===== config.mk =====
export PLATFORM = sky130hd
export DESIGN_NAME = tqr_div_stage
export DESIGN_NICKNAME = d
export VERILOG_FILES = /design/src/rtl/triangle_quality_ratio_assert.svh /design/src/rtl/tqr_pkg.sv /design/src/rtl/tqr_div_stage.sv
export SDC_FILE = /design/constraint.sdc
export NUM_CORES = 1
export LEC_CHECK = 0
export BUFFER_PORTS_ARGS = -buffer_cell sky130_fd_sc_hd__clkbuf_2
export CAP_MARGIN = 10
export CORE_MARGIN = 2
export CORE_UTILIZATION = 30
export CTS_CLUSTER_SIZE = 30
export DETAILED_ROUTE_END_ITERATION = 16
export PLACE_DENSITY = 0.54
export SLEW_MARGIN = 25
export SYNTH_ARGS = -nofsm -noshare
export SYNTH_HDL_FRONTEND = slang
export SYNTH_SLANG_ARGS = --single-unit
export TNS_END_PERCENT = 100

===== constraint.sdc =====
create_clock -name clk -period 0.85 [get_ports clk]
set_input_delay 0.0425 -clock clk [delete_from_list [all_inputs] [get_ports clk]]
set_output_delay 0.0425 -clock clk [all_outputs]
set_load 0.05 [all_outputs]

===== src/rtl/triangle_quality_ratio_assert.svh =====
// Assertion macros for the triangle quality ratio block
`ifndef TRIANGLE_QUALITY_RATIO_ASSERT_SVH
`define TRIANGLE_QUALITY_RATIO_ASSERT_SVH
`ifndef NO_ASSERTIONS
// check a property outside reset
`define TQR_ASSERT(lbl, prop) \
	lbl: assert property (@(posedge clk) disable iff (!arst_n) prop) \
	else $error("triangle_quality_ratio: assertion failed");
// check a property on every edge, reset included
`define TQR_ASSERT_ALWAYS(lbl, prop) \
	lbl: assert property (@(posedge clk) prop) \
	else $error("triangle_quality_ratio: assertion failed");
`else
`define TQR_ASSERT(lbl, prop)
`define TQR_ASSERT_ALWAYS(lbl, prop)
`endif
`endif


===== src/rtl/tqr_pkg.sv =====
// Types and constants shared by the triangle quality ratio block
`default_nettype none
package tqr_pkg;
	localparam int COORD_W = 16;
	localparam int IDX_W   = 11;
	localparam int DIFF_W  = 17;
	localparam int PROD_W  = 34;
	localparam int S_W     = 35;
	localparam int D_W     = 34;
	localparam int N_W     = 67;
	localparam int M_W     = 51;
	localparam int Q_W     = 32;
	localparam int R_W     = 35;

	// sqrt(3)/6 scaled by 2^32, rounded
	localparam logic [30:0] KQ32 = 31'd1239850262;

	localparam logic FUNC_POINT = 1'b0;
	localparam logic FUNC_TRI   = 1'b1;

	typedef struct packed {
		logic                      func;
		logic [IDX_W-1:0]          point_index;
		logic signed [COORD_W-1:0] point_x;
		logic signed [COORD_W-1:0] point_y;
		logic [IDX_W-1:0]          vertex_a;
		logic [IDX_W-1:0]          vertex_b;
		logic [IDX_W-1:0]          vertex_c;
		logic                      last_triangle;
	} item_t;

	typedef struct packed {
		logic [Q_W-1:0] quality;
		logic           degenerate;
		logic           last_result;
	} result_t;

	typedef struct packed {
		logic signed [COORD_W-1:0] x;
		logic signed [COORD_W-1:0] y;
	} vertex_t;

	// word carried through the divider stages
	typedef struct packed {
		logic [R_W-1:0] rem;
		logic [Q_W-1:0] low;
		logic [Q_W-1:0] quo;
		logic [D_W-1:0] d;
		logic           sat;
		logic           degen;
		logic           last;
	} div_t;
endpackage
`default_nettype wire


===== src/rtl/tqr_div_stage.sv =====
// One restoring division step: one quotient bit per stage
`default_nettype none
module tqr_div_stage
	import tqr_pkg::*;
(
	input  wire logic clk,
	input  wire logic arst_n,
	input  wire logic en,
	input  wire logic valid_in,
	input  wire div_t word_in,
	output logic      valid_q,
	output div_t      word_q
);
	logic [R_W:0] trial;
	logic         ge;

	// shift in the next dividend bit and try the subtract
	always_comb begin
		trial = {word_in.rem, word_in.low[Q_W-1]};
		ge    = trial >= (R_W+1)'(word_in.d);
	end

	always_ff @(posedge clk or negedge arst_n) begin
		if (!arst_n) begin
			valid_q <= 1'b0;
		end else if (en) begin
			valid_q <= valid_in;
		end
	end

	// a saturated word fills its quotient with ones
	always_ff @(posedge clk) begin
		if (en) begin
			word_q.rem   <= ge ? R_W'(trial - (R_W+1)'(word_in.d)) : trial[R_W-1:0];
			word_q.low   <= {word_in.low[Q_W-2:0], 1'b0};
			word_q.quo   <= {word_in.quo[Q_W-2:0], ge | word_in.sat};
			word_q.d     <= word_in.d;
			word_q.sat   <= word_in.sat;
			word_q.degen <= word_in.degen;
			word_q.last  <= word_in.last;
		end
	end
endmodule
`default_nettype wire


==> out/qor.yml <==
power:
  ir_drop_uv: 1360
  power_density_mw_per_mm2: 1840
  p_leak_nw: 5.89
critical_path:
  path_buf_inv: 5
  cp_data_arrival_time_ns: 2.46
  slowest_delay_ns: 0.42
  crit_fanout: 7
  required_ns: 1.02
  worst_setup_path_start_kind: "input port"
  path_delay_family: "compound AO/OA/AOI/OAI gates"
  path_class: "in -> reg"
  crit_path_top_delay_cell: "fa_2"
  crit_path_end_kind: "flop"
  cp_cell_sequence: "clkbuf_16, inv_8, ha_4, fa_2, nor2b_4, o2111ai_2, nand2_1, a41oi_2, buf_4, a211oi_4, nor2_4, buf_6, buf_8, a22o_1"
job:
  cap_violations: 0
place:
  hpwl_mm: 15.2
  port_buffers: 274
  place_area_mm2: 0.00941
  gp_congestion: 0.822
  place_ws_ns: -1.91
  dp_cells: 1176
sta:
  maxSlewViolCount: 0
  fin_setup_tns_ns: -72.71
  min_period_ns: 2.29
  setup_viol: 173
  hold_viol_final: 0
  skew_ns: 0
  finalHoldWorstSlack_ns: 0.0247
  setup_slack_ns: -1.44
  max_freq_ghz: 0.437
  post-route-period-util_pct: 269
  grt_setup_unrepaired: "yes"
global_route:
  grt_max_degree: 35
  grt_use_met3_pct: 6.30
  grt_pass1_wl_mm: 35.3
  use_met2_pct: 36.4
  use_met1_pct: 24.4
  top_usage_layer: "met2"
  grt_pass1_vias: 6496
  antenna_found_initial: 2
  grtUsageTotal_pct: 20.7
  grt_overflow: 0
layout:
  instances_no_fill: 1362
  final_layout_size_suffix_gt1_share_pct: 53.1
  fill_cells: 1562
  seq_area_mm2: 0.00408
  area_growth_pct: 107
  fin_area_mm2: 0.0134
  multi_input_area_mm2: 0.00289
  final_nets: 1248
synthesis:
  synthesis.nets: 686
  synth.avg_cell_area_um2: 12.6
  syn_area_mm2: 0.00644
  syn-instance-count: 511
  yosysWarningCount: 0
  yosysUniqueCellTypes: 52
  ys_seq_area_share_pct: 63.3
  ys_ff_latch: 136
clock_tree:
  clock-root-buffer: "clkbuf_16"
  htreeDepth: 4
  cts_buffers: 17
  numClockSinks: 136
  clockBufferDepth: 2
  cts_tree: "built"
  path_clk_slew_ns: 0.06
  clk_latency_ns: 0.43
drt:
  antenna_left: 0
  dr.pass1.iters: 4
  vias_per_cell: 4.59
  drc: 0
  drtIter0Drc: 288
  via_count: 6246
  drt-total-wl_mm: 23.9
  wl_per_cell_um: 17.6
floorplanning:
  initial_core_util_pct: 30.6
  die_w_um: 151
  die_h_um: 151
  row_count: 53
  dieArea_mm2: 0.0227
  ios: 277
  core_area_mm2: 0.0210
run_status:
  status: "finished, violations left"
  violations: "negative setup slack"
hold_path:
  hold_class: "in -> reg"
==> path summary, 6_finish.rpt <==
check                      depth (start not counted)                    end                 from  slack (ns)
max                                               14  word_q[132]$_DFFE_PP_         word_in[100]       -1.44
min                                                3  word_q[133]$_DFFE_PP_         word_in[132]        0.02
max reg2reg                                        1    valid_q$_DFFE_PN0P_  valid_q$_DFFE_PN0P_        0.07
min reg2reg                                        1    valid_q$_DFFE_PN0P_  valid_q$_DFFE_PN0P_        0.55
max in group asynchronous                          3    valid_q$_DFFE_PN0P_               arst_n        0.26
min in group asynchronous                          3    valid_q$_DFFE_PN0P_               arst_n        0.47
==> final cells by class <==
class,count,area share (%)
Inverter,37,1.13
Sequential cell,136,30.6
Multi-Input combinational cell,325,21.7
Timing Repair Buffer,556,39.9
Antenna cell,1,0.0187
Tap cell,275,2.58
Clock buffer,18,3.21
Clock inverter,14,0.956
==> synth_stat cells (all sizes together) <==
| master | number | area (µm²) |
|---|---|---|
| a2111oi | 2 | 23.8 |
| a211oi | 3 | 22.5 |
| a21boi | 3 | 22.5 |
| a21o | 23 | 173 |
| a21oi | 32 | 164 |
| a221o | 1 | 10.0 |
| a22o | 1 | 8.76 |
| a311oi | 3 | 26.3 |
| a31o | 2 | 17.5 |
| a31oi | 5 | 52.6 |
| a32o | 1 | 10.0 |
| a41oi | 3 | 26.3 |
| and2 | 4 | 25.0 |
| and3 | 4 | 25.0 |
| buf | 6 | 31.3 |
| clkbuf | 8 | 30.0 |
| conb | 1 | 3.75 |
| dfrtp | 1 | 25.0 |
| edfxtp | 135 | 4050 |
| fa | 1 | 20.0 |
| ha | 34 | 425 |
| inv | 37 | 139 |
| mux2 | 2 | 22.5 |
| nand2 | 60 | 225 |
| nand2b | 2 | 12.5 |
| nand3 | 13 | 65.1 |
| nand4 | 5 | 31.3 |
| nor2 | 15 | 56.3 |
| nor2b | 5 | 31.3 |
| nor3 | 6 | 30.0 |
| nor3b | 1 | 7.51 |
| o2111ai | 2 | 17.5 |
| o211ai | 1 | 7.51 |
| o21a | 3 | 22.5 |
| o21ai | 43 | 215 |
| o21bai | 3 | 22.5 |
| o221ai | 1 | 8.76 |
| o311ai | 2 | 17.5 |
| o31ai | 4 | 30.0 |
| o41ai | 1 | 8.76 |
| or3 | 3 | 18.8 |
| or4 | 2 | 18.8 |
| xnor2 | 13 | 114 |
| xor2 | 14 | 123 |
==> sequential cells by signal (all words and copies together), names as in the netlist <==
register,cells
word_q,135
valid_q,1
==> cell families (layout without fill, tap and decap cells) <==
family,after synthesis,count (layout),share of synthesized area (%)
AND/OR/NAND/NOR,120,121,8.49
multiplexers,2,2,0.350
XOR/XNOR,27,27,3.67
adder cells (fa/ha/maj),35,35,6.92
other,1,2,0.0582
flip-flops,136,136,63.3
AO/OA/AOI/OAI,139,139,14.1
buffers and inverters,51,625,3.11
==> layout by cell type, fill, tap and decap left out, drive strengths merged, types with 4 or more instances in the layout <==
cell type    synthesis  final
a21o                23     23
o31ai                4      4
a21oi               32     32
nor3                 6      6
buf                  6    196
nor2b                5      5
o21ai               43     43
nor2                15     16
clkinv               0      4
clkbuf               8    247
and3                 4      4
nand4                5      5
nand3               13     13
dlygate4sd3          0    131
edfxtp             135    135
xnor2               13     13
a31oi                5      5
ha                  34     34
and2                 4      4
xor2                14     14
inv                 37     45
nand2               60     60
==> what timing repair did <==
| item | in CTS | in global routing |
|---|---|---|
| hold buffers | 130 | 2 |
| pin swaps | 62 | 35 |
| endpoints found under the hold margin | 132 | 4 |
| buffers inserted | 14 | 4 |
| cloned | 8 | 0 |
| setup endpoints to repair | 172 | 173 |
| resized for setup | 380 | 94 |
==> power by group <==
group / switching, mW / total [mW] / internal (mW)
clock network: 3.36 / 7.21 / 3.86
logic: 4.74 / 8.74 / 4.01
registers: 0.340 / 8.56 / 8.22
==> metrics by stage <==
stage | total power, mW | utilization [%]
floorplan | 12.6 | -
global placement | 14.8 | 44.8
detailed placement | 14.9 | 44.8
CTS | 24.2 | 62.1
global route | 25.5 | 63.5
finish | 24.5 | 63.5
==> layer usage <==
| metal | vias to the layer above | wire [µm] |
|---|---|---|
| met5 | - | 0 |
| met4 | 0 | 339 |
| met3 | 21 | 1880 |
| met2 | 198 | 12100 |
| met1 | 2975 | 9570 |
| li1 | 3052 | - |
Note: power is estimated with default switching activity, not from simulation.
